## src/rtl/core/rpcd_pkg.sv

```systemverilog
// Region pixel change detector: shared types, constants and codes.
// Used by every module under rtl/core; depends on nothing.
`default_nettype none

package rpcd_pkg;

  localparam int NUM_REGIONS    = 4;
  localparam int COUNT_WIDTH    = 24;
  localparam int REGION_SLOTS   = 4;
  localparam int ACTIVE_REGIONS = (NUM_REGIONS < REGION_SLOTS) ? NUM_REGIONS : REGION_SLOTS;
  localparam int RCNT_W         = 24;
  localparam int CFG_DATA_W     = 48;
  localparam int CFG_INDEX_W    = 3;
  localparam int NUM_W          = COUNT_WIDTH + 7;
  localparam int DIV_W          = (NUM_W > RCNT_W + 8) ? NUM_W : RCNT_W + 8;
  localparam int PCT_SCALE      = 100;
  localparam int RECIP3_MUL     = 683;
  localparam int RECIP3_SHIFT   = 11;

  localparam logic [CFG_INDEX_W-1:0] REG_PIXEL_FORMAT   = 3'd0;
  localparam logic [CFG_INDEX_W-1:0] REG_MIN_DIFF       = 3'd1;
  localparam logic [CFG_INDEX_W-1:0] REG_DIFF_THR       = 3'd2;
  localparam logic [CFG_INDEX_W-1:0] REG_PCT_THR        = 3'd3;
  localparam logic [CFG_INDEX_W-1:0] REG_COUNTS_LOW     = 3'd4;
  localparam logic [CFG_INDEX_W-1:0] REG_COUNTS_HIGH    = 3'd5;

  localparam logic [1:0] FMT_GRAY = 2'd0;

  localparam logic FUNC_PIXEL = 1'b0;
  localparam logic FUNC_EOF   = 1'b1;

  typedef struct packed {
    logic       func;
    logic [7:0] prev_c0;
    logic [7:0] prev_c1;
    logic [7:0] prev_c2;
    logic [7:0] cur_c0;
    logic [7:0] cur_c1;
    logic [7:0] cur_c2;
    logic [3:0] region_mask;
  } in_item_t;

  typedef struct packed {
    logic [1:0] region_index;
    logic [7:0] change_percent;
    logic       met;
    logic       last;
  } out_item_t;

  // token handed from cell to cell
  typedef struct packed {
    logic                    valid;
    logic                    eof;
    logic [7:0]              diff;
    logic [REGION_SLOTS-1:0] mask;
  } tok_t;

  typedef struct packed {
    logic       done;
    logic [7:0] pct;
    logic       met;
  } div_res_t;

  typedef enum logic [2:0] {
    CTL_RUN,
    CTL_DRAIN,
    CTL_START,
    CTL_WAIT,
    CTL_OUT
  } ctl_state_t;

  typedef enum logic [1:0] {
    DIV_IDLE,
    DIV_CHECK,
    DIV_STEP
  } div_state_t;

endpackage

`default_nettype wire

```

## src/rtl/core/rpcd_front.sv

```systemverilog
// Front stage: per-pixel difference (gray or channel-sum / 3) and global gate.
// Depends on rpcd_pkg; feeds the first region cell.
`default_nettype none

module rpcd_front (
  input  wire logic             clk,
  input  wire logic             rst,
  input  wire logic             accept,
  input  wire rpcd_pkg::in_item_t item,
  input  wire logic [1:0]       pixel_format,
  input  wire logic [7:0]       min_diff,
  output rpcd_pkg::tok_t        tok
);
  import rpcd_pkg::*;

  logic [7:0]  gray_diff;
  logic [9:0]  sum_prev;
  logic [9:0]  sum_cur;
  logic [9:0]  sum_diff;
  logic [19:0] scaled;
  logic [7:0]  diff;
  logic [REGION_SLOTS-1:0] mask_gated;

  always_comb begin
    gray_diff = (item.prev_c0 >= item.cur_c0) ? item.prev_c0 - item.cur_c0
                                              : item.cur_c0 - item.prev_c0;
    sum_prev  = 10'(item.prev_c0) + 10'(item.prev_c1) + 10'(item.prev_c2);
    sum_cur   = 10'(item.cur_c0) + 10'(item.cur_c1) + 10'(item.cur_c2);
    sum_diff  = (sum_prev >= sum_cur) ? sum_prev - sum_cur : sum_cur - sum_prev;
    // divide by 3: exact for values up to 765
    scaled    = 20'(sum_diff) * 20'(RECIP3_MUL);
    diff      = (pixel_format == FMT_GRAY) ? gray_diff : scaled[RECIP3_SHIFT +: 8];
    mask_gated = (diff >= min_diff) ? REGION_SLOTS'(item.region_mask) : '0;
  end

  always_ff @(posedge clk) begin
    if (rst) begin
      tok.valid <= 1'b0;
    end else begin
      tok.valid <= accept;
    end
    tok.eof  <= (item.func == FUNC_EOF);
    tok.diff <= diff;
    tok.mask <= mask_gated;
  end

endmodule

`default_nettype wire

```

## src/rtl/core/rpcd_cell.sv

```systemverilog
// One region cell: saturating hit counter, end-of-frame snapshot, token pass-on.
// Depends on rpcd_pkg; chained by the top level.
`default_nettype none

module rpcd_cell (
  input  wire logic                              clk,
  input  wire logic                              rst,
  input  wire rpcd_pkg::tok_t                    tok_in,
  input  wire logic [7:0]                        diff_thr,
  output rpcd_pkg::tok_t                         tok_out,
  output logic [rpcd_pkg::COUNT_WIDTH-1:0]       snap
);
  import rpcd_pkg::*;

  logic [COUNT_WIDTH-1:0] hits;
  logic                   hit;

  assign hit = tok_in.valid && !tok_in.eof && tok_in.mask[0] && (tok_in.diff >= diff_thr);

  always_ff @(posedge clk) begin
    if (rst) begin
      hits          <= '0;
      tok_out.valid <= 1'b0;
    end else begin
      tok_out.valid <= tok_in.valid;
      if (tok_in.valid && tok_in.eof) begin
        hits <= '0;
      end else if (hit && hits != '1) begin
        hits <= hits + 1'b1;
      end
    end
    if (tok_in.valid && tok_in.eof) begin
      snap <= hits;
    end
    tok_out.eof  <= tok_in.eof;
    tok_out.diff <= tok_in.diff;
    tok_out.mask <= tok_in.mask >> 1;
  end

endmodule

`default_nettype wire

```

## src/rtl/core/rpcd_div.sv

```systemverilog
// Percent unit: 100 * hits / count by restoring division, one bit per cycle,
// saturated at 255, with threshold compare. Depends on rpcd_pkg.
`default_nettype none

module rpcd_div (
  input  wire logic                          clk,
  input  wire logic                          rst,
  input  wire logic                          start,
  input  wire logic [rpcd_pkg::COUNT_WIDTH-1:0] hits,
  input  wire logic [rpcd_pkg::RCNT_W-1:0]   count,
  input  wire logic [7:0]                    thr,
  output rpcd_pkg::div_res_t                 res
);
  import rpcd_pkg::*;

  div_state_t        state;
  div_state_t        state_next;
  logic [DIV_W-1:0]  num;
  logic [RCNT_W-1:0] den;
  logic [7:0]        thr_q;
  logic [7:0]        quo;
  logic [2:0]        bitc;
  logic [DIV_W-1:0]  trial;
  logic              take;
  logic [7:0]        quo_next;
  logic              sat;

  always_comb begin
    trial    = DIV_W'(den) << bitc;
    take     = (num >= trial);
    quo_next = quo | (take ? 8'(1) << bitc : 8'd0);
    sat      = (num >= (DIV_W'(den) << 8));
  end

  always_ff @(posedge clk) begin
    if (rst) begin
      state <= DIV_IDLE;
    end else begin
      state <= state_next;
    end
  end

  always_comb begin
    state_next = state;
    unique case (state)
      DIV_IDLE:  if (start) state_next = DIV_CHECK;
      DIV_CHECK: if (den == '0 || sat) state_next = DIV_IDLE;
                 else state_next = DIV_STEP;
      DIV_STEP:  if (bitc == 3'd0) state_next = DIV_IDLE;
      default:   state_next = DIV_IDLE;
    endcase
  end

  always_ff @(posedge clk) begin
    if (rst) begin
      res.done <= 1'b0;
    end else begin
      res.done <= ((state == DIV_CHECK) && (den == '0 || sat)) ||
                  ((state == DIV_STEP) && bitc == 3'd0);
    end
    unique case (state)
      DIV_IDLE: begin
        if (start) begin
          num   <= DIV_W'(hits) * DIV_W'(PCT_SCALE);
          den   <= count;
          thr_q <= thr;
          quo   <= '0;
          bitc  <= 3'd7;
        end
      end
      DIV_CHECK: begin
        if (den == '0) begin
          res.pct <= 8'd0;
          res.met <= (thr_q == 8'd0);
        end else if (sat) begin
          res.pct <= 8'hff;
          res.met <= 1'b1;
        end
      end
      DIV_STEP: begin
        if (take) begin
          num <= num - trial;
        end
        quo  <= quo_next;
        bitc <= bitc - 3'd1;
        if (bitc == 3'd0) begin
          res.pct <= quo_next;
          res.met <= (quo_next >= thr_q);
        end
      end
      default: ;
    endcase
  end

endmodule

`default_nettype wire

```

## src/rtl/core/region_pixel_change_detector_top.sv

```systemverilog
// Top level of the region pixel change detector: config registers, front stage,
// chain of region cells, percent unit and report sequencer. Depends on rpcd_pkg.
//
// Pixel transactions are taken one per cycle unless stalled and flow through a
// row of region cells, one cell per region, each holding that region's saturating
// hit count. An end-of-frame transaction stalls the input until all reports are
// out: it drains through the front register and the cell row, then each region's
// percent is computed in turn by a shared bit-serial divider, and the report
// waits in the output register until taken. Counters clear at end of frame.
`default_nettype none

module region_pixel_change_detector_top (
  input  wire logic                           clk,
  input  wire logic                           rst,
  input  wire logic                           in_valid,
  output logic                                in_stall,
  input  wire rpcd_pkg::in_item_t             in_data,
  output logic                                out_valid,
  input  wire logic                           out_stall,
  output rpcd_pkg::out_item_t                 out_data,
  input  wire logic                           cfg_we,
  input  wire logic [rpcd_pkg::CFG_INDEX_W-1:0] cfg_index,
  input  wire logic [rpcd_pkg::CFG_DATA_W-1:0]  cfg_data
);
  import rpcd_pkg::*;

  logic [1:0]            pixel_format;
  logic [7:0]            min_diff;
  logic [31:0]           diff_thr;
  logic [31:0]           pct_thr;
  logic [CFG_DATA_W-1:0] counts_low;
  logic [CFG_DATA_W-1:0] counts_high;

  ctl_state_t state;
  ctl_state_t state_next;
  logic [1:0] ridx;
  logic       in_accept;
  logic       out_accept;
  logic       region_last;

  tok_t                   tok [0:ACTIVE_REGIONS];
  logic [COUNT_WIDTH-1:0] snaps [0:REGION_SLOTS-1];

  logic [CFG_DATA_W-1:0]  count_word;
  logic [RCNT_W-1:0]      region_cnt;
  div_res_t               div_res;

  always_ff @(posedge clk) begin
    if (rst) begin
      pixel_format <= '0;
      min_diff     <= '0;
      diff_thr     <= '0;
      pct_thr      <= '0;
      counts_low   <= '0;
      counts_high  <= '0;
    end else if (cfg_we) begin
      unique case (cfg_index)
        REG_PIXEL_FORMAT: pixel_format <= cfg_data[1:0];
        REG_MIN_DIFF:     min_diff     <= cfg_data[7:0];
        REG_DIFF_THR:     diff_thr     <= cfg_data[31:0];
        REG_PCT_THR:      pct_thr      <= cfg_data[31:0];
        REG_COUNTS_LOW:   counts_low   <= cfg_data;
        REG_COUNTS_HIGH:  counts_high  <= cfg_data;
        default: ;
      endcase
    end
  end

  assign in_stall   = (state != CTL_RUN);
  assign in_accept  = in_valid && !in_stall;
  assign out_accept = out_valid && !out_stall;
  assign region_last = (ridx == 2'(ACTIVE_REGIONS - 1));

  rpcd_front u_front (
    .clk          (clk),
    .rst          (rst),
    .accept       (in_accept),
    .item         (in_data),
    .pixel_format (pixel_format),
    .min_diff     (min_diff),
    .tok          (tok[0])
  );

  for (genvar r = 0; r < REGION_SLOTS; r++) begin : g_cell
    if (r < ACTIVE_REGIONS) begin : g_on
      rpcd_cell u_cell (
        .clk      (clk),
        .rst      (rst),
        .tok_in   (tok[r]),
        .diff_thr (diff_thr[8*r +: 8]),
        .tok_out  (tok[r+1]),
        .snap     (snaps[r])
      );
    end else begin : g_off
      assign snaps[r] = '0;
    end
  end

  always_comb begin
    count_word = ridx[1] ? counts_high : counts_low;
    region_cnt = ridx[0] ? count_word[2*RCNT_W-1:RCNT_W] : count_word[RCNT_W-1:0];
  end

  rpcd_div u_div (
    .clk   (clk),
    .rst   (rst),
    .start (state == CTL_START),
    .hits  (snaps[ridx]),
    .count (region_cnt),
    .thr   (pct_thr[8*ridx +: 8]),
    .res   (div_res)
  );

  always_ff @(posedge clk) begin
    if (rst) begin
      state <= CTL_RUN;
    end else begin
      state <= state_next;
    end
  end

  always_comb begin
    state_next = state;
    unique case (state)
      CTL_RUN:   if (in_accept && in_data.func == FUNC_EOF) state_next = CTL_DRAIN;
      CTL_DRAIN: if (tok[ACTIVE_REGIONS].valid && tok[ACTIVE_REGIONS].eof) begin
                   state_next = CTL_START;
                 end
      CTL_START: state_next = CTL_WAIT;
      CTL_WAIT:  if (div_res.done) state_next = CTL_OUT;
      CTL_OUT:   if (out_accept) state_next = region_last ? CTL_RUN : CTL_START;
      default:   state_next = CTL_RUN;
    endcase
  end

  always_ff @(posedge clk) begin
    if (rst) begin
      ridx      <= '0;
      out_valid <= 1'b0;
    end else begin
      if (state == CTL_DRAIN) begin
        ridx <= '0;
      end else if (state == CTL_OUT && out_accept) begin
        ridx <= ridx + 2'd1;
      end
      if (state == CTL_WAIT && div_res.done) begin
        out_valid <= 1'b1;
      end else if (out_accept) begin
        out_valid <= 1'b0;
      end
    end
    if (state == CTL_WAIT && div_res.done) begin
      out_data.region_index   <= ridx;
      out_data.change_percent <= div_res.pct;
      out_data.met            <= div_res.met;
      out_data.last           <= region_last;
    end
  end

endmodule

`default_nettype wire
```

## config.mk

```make
export PLATFORM = sky130hd
export DESIGN_NAME = region_pixel_change_detector_top
export DESIGN_NICKNAME = d
export VERILOG_FILES = /design/src/rtl/core/rpcd_pkg.sv /design/src/rtl/core/rpcd_front.sv /design/src/rtl/core/rpcd_cell.sv /design/src/rtl/core/rpcd_div.sv /design/src/rtl/core/region_pixel_change_detector_top.sv
export SDC_FILE = /design/constraint.sdc
export NUM_CORES = 1
export LEC_CHECK = 0
export BUFFER_PORTS_ARGS = -buffer_cell sky130_fd_sc_hd__buf_2
export CAP_MARGIN = 15
export CORE_UTILIZATION = 38
export CTS_CLUSTER_DIAMETER = 120
export DETAILED_ROUTE_END_ITERATION = 12
export GPL_ROUTABILITY_DRIVEN = 0
export PLACE_DENSITY_LB_ADDON = 0.12
export SLEW_MARGIN = 20
export SYNTH_ARGS = -nofsm -noshare
export SYNTH_HDL_FRONTEND = slang
export SYNTH_SLANG_ARGS = --single-unit
```

## constraint.sdc

```tcl
create_clock -name clk -period 32.9 [get_ports clk]
set_clock_uncertainty 0.2 [all_clocks]
set_input_delay 9.87 -clock clk [delete_from_list [all_inputs] [get_ports clk]]
set_output_delay 9.87 -clock clk [all_outputs]
set_load 0.02 [all_outputs]
```

# [After elaboration in Yosys (flattened, before gate mapping)]
# Cells that the tools add are included.
[word_totals] ff_bits=519 input_bits=109
[op_classes] n_shift=3 eq_ne=24 n_lt_le_gt_ge=11 add_sub_neg=15 reduce_logical=64 bitwise_logic=2 muxes=32 n_mul=2
[ops] operator="adder 24 x 1 -> 24 bit, second input constant" count=4
[ops] operator="inequality test 24 bit, second input constant" count=4
[ops] operator="two-way mux 24 bit" count=3
[ops] operator=">= comparator 32 bit" count=2
[ops] operator="two-way mux 32 bit" count=2
[ops] operator="case mux 32 bit (2 select lines)" count=1
[ops] operator=">= comparator 8 bit" count=7
[ops] operator="binary-select mux 24 bit (select 2 bit)" count=1
[ops] operator="two-way mux 48 bit" count=1
[ops] operator="two-way mux 8 bit" count=4
[ops] operator="variable part select 32 x 6 -> 8 bit" count=1
[ops] operator="left shift 24 x 3 -> 32 bit" count=1
[ops] operator="subtractor 32 bit" count=1
[ops] operator="multiplier 24 x 5 -> 29 bit, second input constant" count=1
[ops] operator="logical AND 1 bit" count=28
[ops] operator="two-way mux 9 bit" count=3
[ops] operator="zero test 24 bit" count=1
[ops] operator="adder 10 x 8 -> 10 bit" count=2
[ops] operator="subtractor 10 bit" count=2
[ops] operator="multiplier 10 x 10 -> 19 bit, second input constant" count=1
[ops] operator="adder 8 x 8 -> 9 bit" count=2
[ops] operator="case mux 9 bit (2 select lines)" count=1
[ops] operator="AND reduction 2 bit" count=9
[ops] operator="case mux 8 bit (2 select lines)" count=1
[ops] operator="other kinds (33)" count=70

# [Longest topological paths before layout]
# Gate-level depths: netlist of run 1.
[logic_depth] ltp_word=7 ltp_mapped=53

# [By module]
# Synthesis of run 1 repeated with hierarchy kept, for this count alone.
[hier_totals] hier_cells=3292 area_unflattened_um2=31765.5
[by_module_without_submodules] mod="rpcd_cell" area_per_inst_um2=2499.9 cells_each=226 seq_area_each_um2=1461.4 instances=4
[by_module_without_submodules] mod="rpcd_div" area_per_inst_um2=9098.7 cells_each=971 seq_area_each_um2=2582.5 instances=1
[by_module_without_submodules] mod="region_pixel_change_detector_top" area_per_inst_um2=7886.3 cells_each=868 seq_area_each_um2=3883.7 instances=1
[by_module_without_submodules] mod="rpcd_front" area_per_inst_um2=4780.8 cells_each=549 seq_area_each_um2=280.3 instances=1

# [Least setup slack after synthesis of run 1]
# Ideal clock, no wire load.
[synth_path] path_kind="input-to-reg" from="in in_data[36] in the netlist's numbering" to="reg, netlist name u_front.tok[0]" path_slack_ns=13.077 stages=53 arrival_time_ns=19.498 setup_ns=0.125 path_cell_list="ha_1 > inv_1 > fa_1 > inv_1 > a21oi_1 > o21ai_0 > a21oi_1 > o21bai_1 > xor2_1 > ha_1 > a21o_1 > a21o_1 > xor2_1 > ha_1 > nand4_2 > o21bai_1 > or2_4 > a21o_1 > [17 not listed] > o211ai_1 > a21o_1 > a21boi_0 > or3_1 > a21oi_1 > xnor2_1 > nor2_1 > a21oi_1 > ha_1 > a21o_1 > a21o_1 > a21o_1 > a21oi_1 > nor2b_1 > o21ai_0 > nand2b_1 > a21oi_1 > nor2b_1"
[synth_via] elab_chain_len=7 word_cells_on_any_way=9 cone_classes="4 x add/sub; 1 x mul; 2 x order compare; 2 x mux"
[synth_lines] element="from (decl)" line="region_pixel_change_detector_top.sv:17" text="input wire rpcd_pkg::in_item_t in_data,"
[synth_lines] element="adder 8 x 8 -> 9 bit *" line="rpcd_front.sv:27" text="sum_prev = 10'(item.prev_c0) + 10'(item.prev_c1) + 10'(item.prev_c2);"
[synth_lines] element="adder 10 x 8 -> 10 bit *" line="rpcd_front.sv:27"
[synth_lines] element="subtractor 10 bit / >= comparator 10 bit (equally long branches)" line="rpcd_front.sv:29" text="sum_diff = (sum_prev >= sum_cur) ? sum_prev - sum_cur : sum_cur - sum_prev;"
[synth_lines] element="two-way mux 10 bit *" line="rpcd_front.sv:29"
[synth_lines] element="multiplier 10 x 10 -> 19 bit *" line="rpcd_front.sv:31" text="scaled = 20'(sum_diff) * 20'(RECIP3_MUL);"
[synth_lines] element="two-way mux 8 bit *" line="rpcd_front.sv:32" text="diff = (pixel_format == FMT_GRAY) ? gray_diff : scaled[RECIP3_SHIFT +: 8];"
[synth_lines] element="net u_front.diff[1]" line="rpcd_front.sv:21" text="logic [7:0] diff;"
[synth_lines] element=">= comparator 8 bit *" line="rpcd_front.sv:33" text="mask_gated = (diff >= min_diff) ? REGION_SLOTS'(item.region_mask) : '0;"
# Mark *: on every way through the listed nets, which the timed path passes. The rest lies on a longest branch.
# A chain may end at the register's enable or synchronous reset.

# [Worst setup path in the final report of run 1]
[layout_path] from="in in_data[44] in the netlist's numbering" to="reg, netlist name u_front.tok[2]"
[layout_via] elab_chain_len=7 word_cells_on_any_way=13 cone_classes="6 x add/sub; 1 x mul; 3 x order compare; 3 x mux"
[layout_lines] element="adder 8 x 8 -> 9 bit" line="rpcd_front.sv:27"
[layout_lines] element="adder 10 x 8 -> 10 bit" line="rpcd_front.sv:27"
[layout_lines] element="subtractor 10 bit / >= comparator 10 bit (equally long branches)" line="rpcd_front.sv:29"
[layout_lines] element="two-way mux 10 bit" line="rpcd_front.sv:29"
[layout_lines] element="multiplier 10 x 10 -> 19 bit" line="rpcd_front.sv:31"
[layout_lines] element="two-way mux 8 bit *" line="rpcd_front.sv:32"
[layout_lines] element="net u_front.diff[1]" line="rpcd_front.sv:21"
[layout_lines] element=">= comparator 8 bit *" line="rpcd_front.sv:33"
# Marks and branches as above.

==> flow_metrics.tcl, run 1 <==
set metrics [dict create \
    status "finished, final reports clean" \
    async_flop_share_pct 0 \
    period_share_pct 63.15 \
    postCtsSetupBuffers 0 \
    slew_headroom_pct 33.53 \
    core_um2 79520 \
    crit_path_top_delay_cell "a2111oi_0" \
    setup_viol_count_final 0 \
    dr_total_vias 23226 \
    grt_max_degree 111 \
    crit_buf_inv 7 \
    die_x_um 286.6 \
    hpwl_um 60920 \
    hp-class "reg2reg" \
    cp_common_cell "ha_1" \
    antenna_found_initial 1 \
    postSynthCellCount 3210 \
    cts.sinks 519 \
    cts_buffers 59 \
    syn-cell-area_um2 30770 \
    wl_um 81170 \
    synth_top_area_share_pct 21.27 \
    postSynthAreaPerCell_um2 9.587 \
    viasPerCell 5.291 \
    fin_crit_ps 20780 \
    yosysTopAreaCell "dfxtp_1" \
    max_stage_delay_ps 660 \
    chipHeight_um 286.6 \
    max_freq_mhz 48.13 \
    rows 103 \
    initial_utilization_pct 38.70 \
    port_buffers 122 \
    synthTopCellsByArea "dfxtp_1, edfxtp_1, ha_1" \
    rsz0062_at_grt "false" \
    design_area_um2 34480 \
    htreeDepth 2 \
    worst_pin_slew_ps 992.4 \
    drive_gt1_share_pct 10.96 \
    drt-initial-drc-count 1421 \
    worstPathRequired_ps 33180 \
    nets 3766 \
    synth_edf_count 192 \
    area_growth_pct 12.04 \
    drc 0 \
    clock_latency_ps 620 \
    io_pins 123 \
    crit_type "in2reg" \
    cts_tree "built" \
    max_cap_viol_count 0 \
    crit_arrival_ps 21050 \
    grt_usage_pct 19.79 \
    cp-end-kind "register" \
    grt_pass1_vias 23227 \
    clockBufferDepth 3 \
    wl_per_cell_um 18.49 \
    ys_types 84 \
    critPathLaunchType "input port" \
    grt_pass1_wl_um 129000 \
    first_pass_iters 7 \
    post_cts_resized 0 \
    clockRootBuffer "clkbuf_16" \
    post_dp_cell_area_um2 32440 \
    cp_top_family "compound AO/OA/AOI/OAI gates" \
    clk_pin_slew_worst_paths_ps 50 \
    synth_seq_cells 519 \
    yosys_warnings 0 \
    syn-num-nets 3684 \
    synth_ff_type "dfxtp_1" \
    grt-ovfl-total 0 \
    crit_fanout 10 \
    seq_area_frac_synth_pct 40.01 \
    ant_nets 0 \
    fillers 7634 \
    cts_hold_buffers 0 \
    final-max-slew-violation-count 0 \
    hold_viol 0 \
    tns_ps 0 \
    die_area_um2 82130 \
]
[synthesized netlist by cell type (26+ instances only)]
| cell | instances |
|---|---|
| xor2_1 | 73 |
| nand2_1 | 463 |
| a21o_1 | 76 |
| nand4_1 | 43 |
| clkbuf_1 | 104 |
| fa_1 | 49 |
| mux2i_1 | 44 |
| inv_1 | 322 |
| dfxtp_1 | 327 |
| xnor2_1 | 76 |
| nand2b_1 | 26 |
| nor2b_1 | 30 |
| or3_1 | 37 |
| nor2_1 | 136 |
| nand3_1 | 66 |
| o21ai_0 | 86 |
| edfxtp_1 | 192 |
| mux4_2 | 70 |
| ha_1 | 316 |
| a21oi_1 | 323 |
| nor3_1 | 32 |
[registers in the layout (all words and copies together), names as in the netlist, 24 cells and up]
register / cells
g_cell.g_on.u_cell.hits: 96
g_cell.g_on.u_cell.snap: 96
counts_high: 48
counts_low: 48
g_cell.g_on.u_cell.tok_out: 38
diff_thr: 32
pct_thr: 32
u_div.num: 32
u_div.den: 24
[placed cells by master (no fill, tap or decap), types with 23 or more instances in the layout]
cell type,count
nand3_1,65
nand2_1,463
o21ai_0,86
buf_4,25
fa_1,49
edfxtp_1,192
clkbuf_16,61
nor3_1,31
inv_1,322
nand4_1,43
and3_1,25
buf_2,121
nor2b_1,30
a31oi_1,23
xor2_1,73
a21o_1,76
nand2b_1,26
o21bai_1,25
or3_1,37
nor2_1,134
ha_1,315
xnor2_1,76
mux4_2,70
mux2i_1,44
a21oi_1,320
dfxtp_1,325
[per-layer routing]
layer | GRT usage (%) | part of all wire [%]
met1 | 26.80 | 47
met2 | 32.93 | 47
met3 | 2.393 | 3.8
met4 | 5.922 | 2.7
met5 | 0 | 0
[logic make-up (layout without fill, tap and decap cells)]
logic type | after synthesis | in the layout | synth area share, %
simple gates | 951 | 951 | 14.43
xor+xnor | 150 | 150 | 4.314
buf+inv | 450 | 579 | 5.562
flops | 519 | 519 | 40.01
other cells | 0 | 1 | 0
fa+ha+maj | 365 | 365 | 16.04
mux | 121 | 121 | 6.822
compound gates | 654 | 654 | 12.83
[through the flow]
step / utilization [%] / worst slack (ps) / hold WS, ps / instances
6_report: 43.36 / 12120 / 124.0 / 4390
5_1_grt: 43.36 / 11190 / 123.8 / 4390
4_1_cts: 43.35 / 12130 / 124.7 / 4389
3_5_place_dp: 40.79 / 11560 / 112.1 / 4281
3_3_place_gp: 40.79 / 12030 / 114.7 / 4281
2_1_floorplan: - / 13080 / 109.6 / 3210
[layout make-up]
| class | count | area (µm²) | area share, % |
|---|---|---|---|
| flip-flops and latches | 519 | 12320 | 35.72 |
| well taps | 1050 | 1314 | 3.810 |
| diodes | 1 | 2.502 | 0.007258 |
| inverters | 323 | 1212 | 3.516 |
| repair buffers | 148 | 815.8 | 2.366 |
| clock buffers | 81 | 1702 | 4.935 |
| clock inverters | 27 | 329.1 | 0.9544 |
| multi-input cells | 2241 | 16790 | 48.69 |
[worst paths after layout]
check / from / endpoint / slack [ps] / depth (start not counted)
worst max-delay path: in_data[44] / u_front.tok[2] / 12120 / 52
worst max register to register: u_div.bitc[1] / u_div.res[0] / 26290 / 26
worst min register to register: g_cell[0].g_on.u_cell.tok_out[2] / g_cell[1].g_on.u_cell.tok_out[1] / 120 / 0
worst min-delay path: g_cell[0].g_on.u_cell.tok_out[2] / g_cell[1].g_on.u_cell.tok_out[1] / 120 / 0
Power of run 1 is not shown: default switching activity piles up to over one toggle a cycle in this logic, so the estimate is an artifact.
==> inputs of run 2 (changes only) <==
ABC_AREA = 1   (was not set)
clock period = 21.7 ns   (was 32.9 ns; I/O delays follow)
==> flow_metrics.tcl, run 2 <==
set metrics [dict create \
    status "finished, final reports clean" \
    busiest_layer "met2" \
    synth_edf_count 192 \
    cts_hold_buffers 0 \
    top_regs "g_cell.g_on.u_cell.hits (96), g_cell.g_on.u_cell.snap (96)" \
    postCtsSetupBuffers 0 \
    postSynthAreaPerCell_um2 7.895 \
    setup_viol_count_final 0 \
    postSynthCellCount 4038 \
    ys_types 68 \
    antenna_found_initial 3 \
    clk_pin_slew_worst_paths_ps 60 \
    chipHeight_um 291.6 \
    wl_per_cell_um 16.91 \
    use_met2_pct 34.49 \
    startpoint "in_data[21]" \
    critPathLaunchType "input port" \
    port_buffers 122 \
    reg2reg_slack_ps 15720 \
    max_freq_mhz 64.97 \
    rows 105 \
    crit_type "in2reg" \
    clockRootBuffer "clkbuf_16" \
    cts_buffers 59 \
    die_area_um2 85050 \
    yosys_warnings 0 \
    first_pass_iters 5 \
    worstPathRequired_ps 21990 \
    wl_um 88500 \
    core_um2 82500 \
    dr_total_vias 26316 \
    max_stage_delay_ps 520 \
    period_share_pct 70.93 \
    grt_pass1_wl_um 140400 \
    drt-initial-drc-count 1451 \
    syn-cell-area_um2 31880 \
    hpwl_um 67160 \
    netlist_top_cells_count "nand2_1, inv_1, nor2_1" \
    nets 4589 \
    use_met1_pct 28.58 \
    hp-class "reg2reg" \
    seq_area_frac_synth_pct 38.62 \
    rsz0062_at_grt "false" \
    layout_common_cells "nand2_1, inv_1, nor2_1" \
    synthTopCellsByArea "dfxtp_1, edfxtp_1, ha_1" \
    crit_arrival_ps 15680 \
    layout.cells.most_common "nand2_1" \
    yosysTopAreaCell "dfxtp_1" \
    cts.sinks 519 \
    multi_input_area_um2 16810 \
    ant_nets 0 \
    drc 0 \
    clockBufferDepth 3 \
    grt_use_met3_pct 2.641 \
    synth_top_area_share_pct 20.54 \
    grt_pass1_vias 25472 \
    tns_ps 0 \
    cp-end-kind "register" \
    viasPerCell 5.027 \
    slew_headroom_pct 31.50 \
    seq_area_um2 12310 \
    initial_utilization_pct 38.64 \
    synth.most_common_cell "nand2_1" \
    fin_crit_ps 15390 \
    cts_tree "built" \
    io_pins 123 \
    grt_usage_pct 20.76 \
    fillers 8469 \
    async_flop_share_pct 0 \
    rr_startpoint "ridx[0]" \
    syn-num-nets 4512 \
    grt_max_degree 114 \
    final-max-slew-violation-count 0 \
    drive_gt1_share_pct 8.069 \
    post_cts_resized 0 \
    synth_ff_type "dfxtp_1" \
    max_cap_viol_count 0 \
    r2r_cells 20 \
    grt-ovfl-total 0 \
    die_x_um 291.6 \
    worst_pin_slew_ps 1028 \
    crit_path_top_delay_cell "fa_1" \
    hold_viol 0 \
    synth_seq_cells 519 \
    area_growth_pct 11.39 \
    r2r-end "u_div.num[28]" \
    worstSetupEndpoint "u_front.tok[3]" \
    crit_fanout 13 \
    htreeDepth 2 \
    clock_latency_ps 660 \
    cp_common_cell "nand2_1" \
]
==> run 2: worst min-delay path by stage <==
stage / from / endpoint / slack [ps] / cells after the start
finish: g_cell[0].g_on.u_cell.tok_out[6] / g_cell[1].g_on.u_cell.tok_out[6] / 100 / 0
global route: u_front.tok[4] / g_cell[0].g_on.u_cell.tok_out[4] / 100 / 0
CTS: g_cell[0].g_on.u_cell.tok_out[6] / g_cell[1].g_on.u_cell.tok_out[6] / 90 / 0
detailed placement: g_cell[0].g_on.u_cell.tok_out[2] / g_cell[1].g_on.u_cell.tok_out[1] / 110 / 0
global placement: u_front.tok[1] / g_cell[0].g_on.u_cell.tok_out[0] / 110 / 0
floorplan: u_front.tok[1] / g_cell[0].g_on.u_cell.tok_out[0] / 110 / 0
==> run 2: metrics by stage <==
step | cell area (µm²) | util (%) | hold WS, ps | std cells | setup slack, ps
finish | 35510 | 43.04 | 100.4 | 5235 | 6308
global route | 35510 | 43.04 | 95.33 | 5234 | 5440
CTS | 35510 | 43.04 | 85.66 | 5234 | 6246
detailed placement | 33500 | 40.61 | 112.1 | 5124 | 5639
global placement | 33500 | 40.61 | 110.9 | 5124 | 5870
floorplan | 31880 | - | 109.6 | 4038 | 6897
==> run 2: area by class of cell <==
type	instances	area share [%]
clock buffers	77	4.669
diodes	1	0.007047
multi-input cells	2791	47.33
inverters	598	6.339
flip-flops and latches	519	34.68
repair buffers	146	2.227
clock inverters	33	0.9796
well taps	1070	3.770
==> run 2: cell families after synthesis <==
group	after synthesis	synth area share (%)
adder cells (fa/ha/maj)	365	15.48
multiplexers	4	0.1256
buffers and inverters	728	8.729
flip-flops	519	38.62
XOR/XNOR	77	2.139
AND/OR/NAND/NOR	1372	18.33
AO/OA/AOI/OAI	973	16.57
==> run 2: worst max-delay path, delay by kind of cell <==
| kind | cells | cell delay, ps |
|---|---|---|
| xor gates and xnor gates | 3 | 760 |
| AOI/OAI and AO/OA | 10 | 1720 |
| adders and majority gates | 10 | 3840 |
| and+or+nand+nor | 17 | 1860 |
| buffers and inverters | 11 | 980 |
==> run 2: layer usage <==
| layer | vias up | share of wire (%) |
|---|---|---|
| li1 | 13647 | - |
| met1 | 12152 | 48 |
| met2 | 407 | 46 |
| met3 | 106 | 4.0 |
| met4 | 4 | 2.1 |
| met5 | - | 0.032 |
Power of run 2 is left out for the same reason.
==> inputs of run 3 (changes only) <==
ABC_AREA = 0   (was 1)
clock period = 13.2 ns   (was 21.7 ns; I/O delays follow)
==> flow_metrics.tcl, run 3 (synthesis gave the netlist of run 1 again) <==
set metrics [dict create \
    grt_pass1_wl_um 129100 \
    status "finished, final reports clean" \
    critPathLaunchType "input port" \
    cts_buffers 58 \
    grt_max_degree 116 \
    hp-class "reg2reg" \
    crit_type "in2reg" \
    dr_total_vias 23695 \
    fillers 7540 \
    clock_latency_ps 630 \
    worstSetupEndpoint "u_front.tok[2]" \
    clk_pin_slew_worst_paths_ps 60 \
    wl_per_cell_um 17.92 \
    clockBufferDepth 3 \
    max_freq_mhz 76.00 \
    rr_startpoint "u_div.bitc[0]" \
    viasPerCell 5.212 \
    worstHoldStart "u_front.tok[1]" \
    hold_viol 0 \
    grt-ovfl-total 0 \
    port_buffers 122 \
    fin_util_pct 45.39 \
    layout.cells.most_common "nand2_1" \
    drive_gt1_share_pct 16.85 \
    fin_crit_ps 13160 \
    crit_path_top_delay_cell "fa_1" \
    r2r-end "u_div.res[0]" \
    max_stage_delay_ps 490 \
    multi_input_area_um2 17250 \
    cp_common_cell "a21o_1" \
    crit_fanout 4 \
    clockRootBuffer "clkbuf_16" \
    max_cap_viol_count 0 \
    worst_slack_ps 41.59 \
    layout_common_cells "nand2_1, dfxtp_1, inv_1" \
    grt_usage_pct 19.75 \
    antenna_found_initial 3 \
    rows 103 \
    grt_pass1_vias 23396 \
    nets 3919 \
    chipHeight_um 286.6 \
    period_share_pct 99.68 \
    cts_tree "built" \
    ant_nets 0 \
    wl_um 81470 \
    cp-end-kind "register" \
    pre_cts_slack_ps -1005 \
    core_um2 79520 \
    drc 0 \
    tns_ps 0 \
    crit_arrival_ps 13450 \
    area_growth_pct 17.28 \
    initial_utilization_pct 38.70 \
    rsz0062_at_grt "true" \
    slew_headroom_pct 29.03 \
    seq_area_um2 12320 \
    hpwl_um 61560 \
    reg2reg_slack_ps 6610 \
    fin_hold_ws_ps 118.9 \
    worstPathRequired_ps 13490 \
    first_pass_iters 5 \
    worst_pin_slew_ps 1056 \
    r2r_cells 26 \
    cts.sinks 519 \
    htreeDepth 2 \
    io_pins 123 \
    drt-initial-drc-count 1366 \
    top_regs "g_cell.g_on.u_cell.hits (96), g_cell.g_on.u_cell.snap (96)" \
    setup_viol_count_final 0 \
    startpoint "in_data[44]" \
    die_x_um 286.6 \
    die_area_um2 82130 \
    final-max-slew-violation-count 0 \
]
-- run 3: worst min path at each step --
| stage | to | slack (ps) | cells after the start |
|---|---|---|---|
| finish | g_cell[0].g_on.u_cell.tok_out[0] | 120 | 0 |
| global route | g_cell[0].g_on.u_cell.tok_out[0] | 140 | 0 |
| CTS | g_cell[0].g_on.u_cell.tok_out[0] | 120 | 0 |
| detailed placement | g_cell[2].g_on.u_cell.tok_out[0] | 110 | 0 |
| global placement | g_cell[0].g_on.u_cell.tok_out[2] | 120 | 0 |
| floorplan | g_cell[0].g_on.u_cell.tok_out[0] | 110 | 0 |
-- run 3: metal layers --
layer,routed length [µm],GRT usage (%),up-vias
li1,-,-,11698
met1,37700,26.68,11455
met2,39140,33.61,439
met4,1630,4.840,0
met5,0,0,-
met3,2996,2.186,103
-- run 3: layout make-up --
cell class                      instances  share of cell area [%]
Antenna cell                            1                0.006933
Clock inverter                         22                  0.7939
Timing Repair Buffer                  302                   5.536
Tap cell                             1050                   3.640
Sequential cell                       519                   34.13
Multi-Input combinational cell       2241                   47.78
Clock buffer                           88                   4.753
Inverter                              323                   3.359
-- run 3: repair_timing --
action | CTS | global route
endpoints found under the setup margin | 4 | 4
resized for setup | 39 | 37
pin swaps | 50 | 54
hold buffers | 0 | 0
buffers inserted | 11 | 9
-- run 3: critical path: cells and delay by family --
family | cells | cell delay, ps
adder cells (fa/ha/maj) | 11 | 3650
AO/OA/AOI/OAI | 21 | 3610
AND/OR/NAND/NOR | 8 | 1020
XOR/XNOR | 4 | 650
buffers and inverters | 8 | 560
-- run 3: through the flow --
step                std cells  instance area [µm²]
floorplan                3210                30840
global placement         4415                33510
detailed placement       4415                33510
CTS                      4536                35820
global route             4545                36090
finish                   4546                36090
Power of run 3 is left out for the same reason.
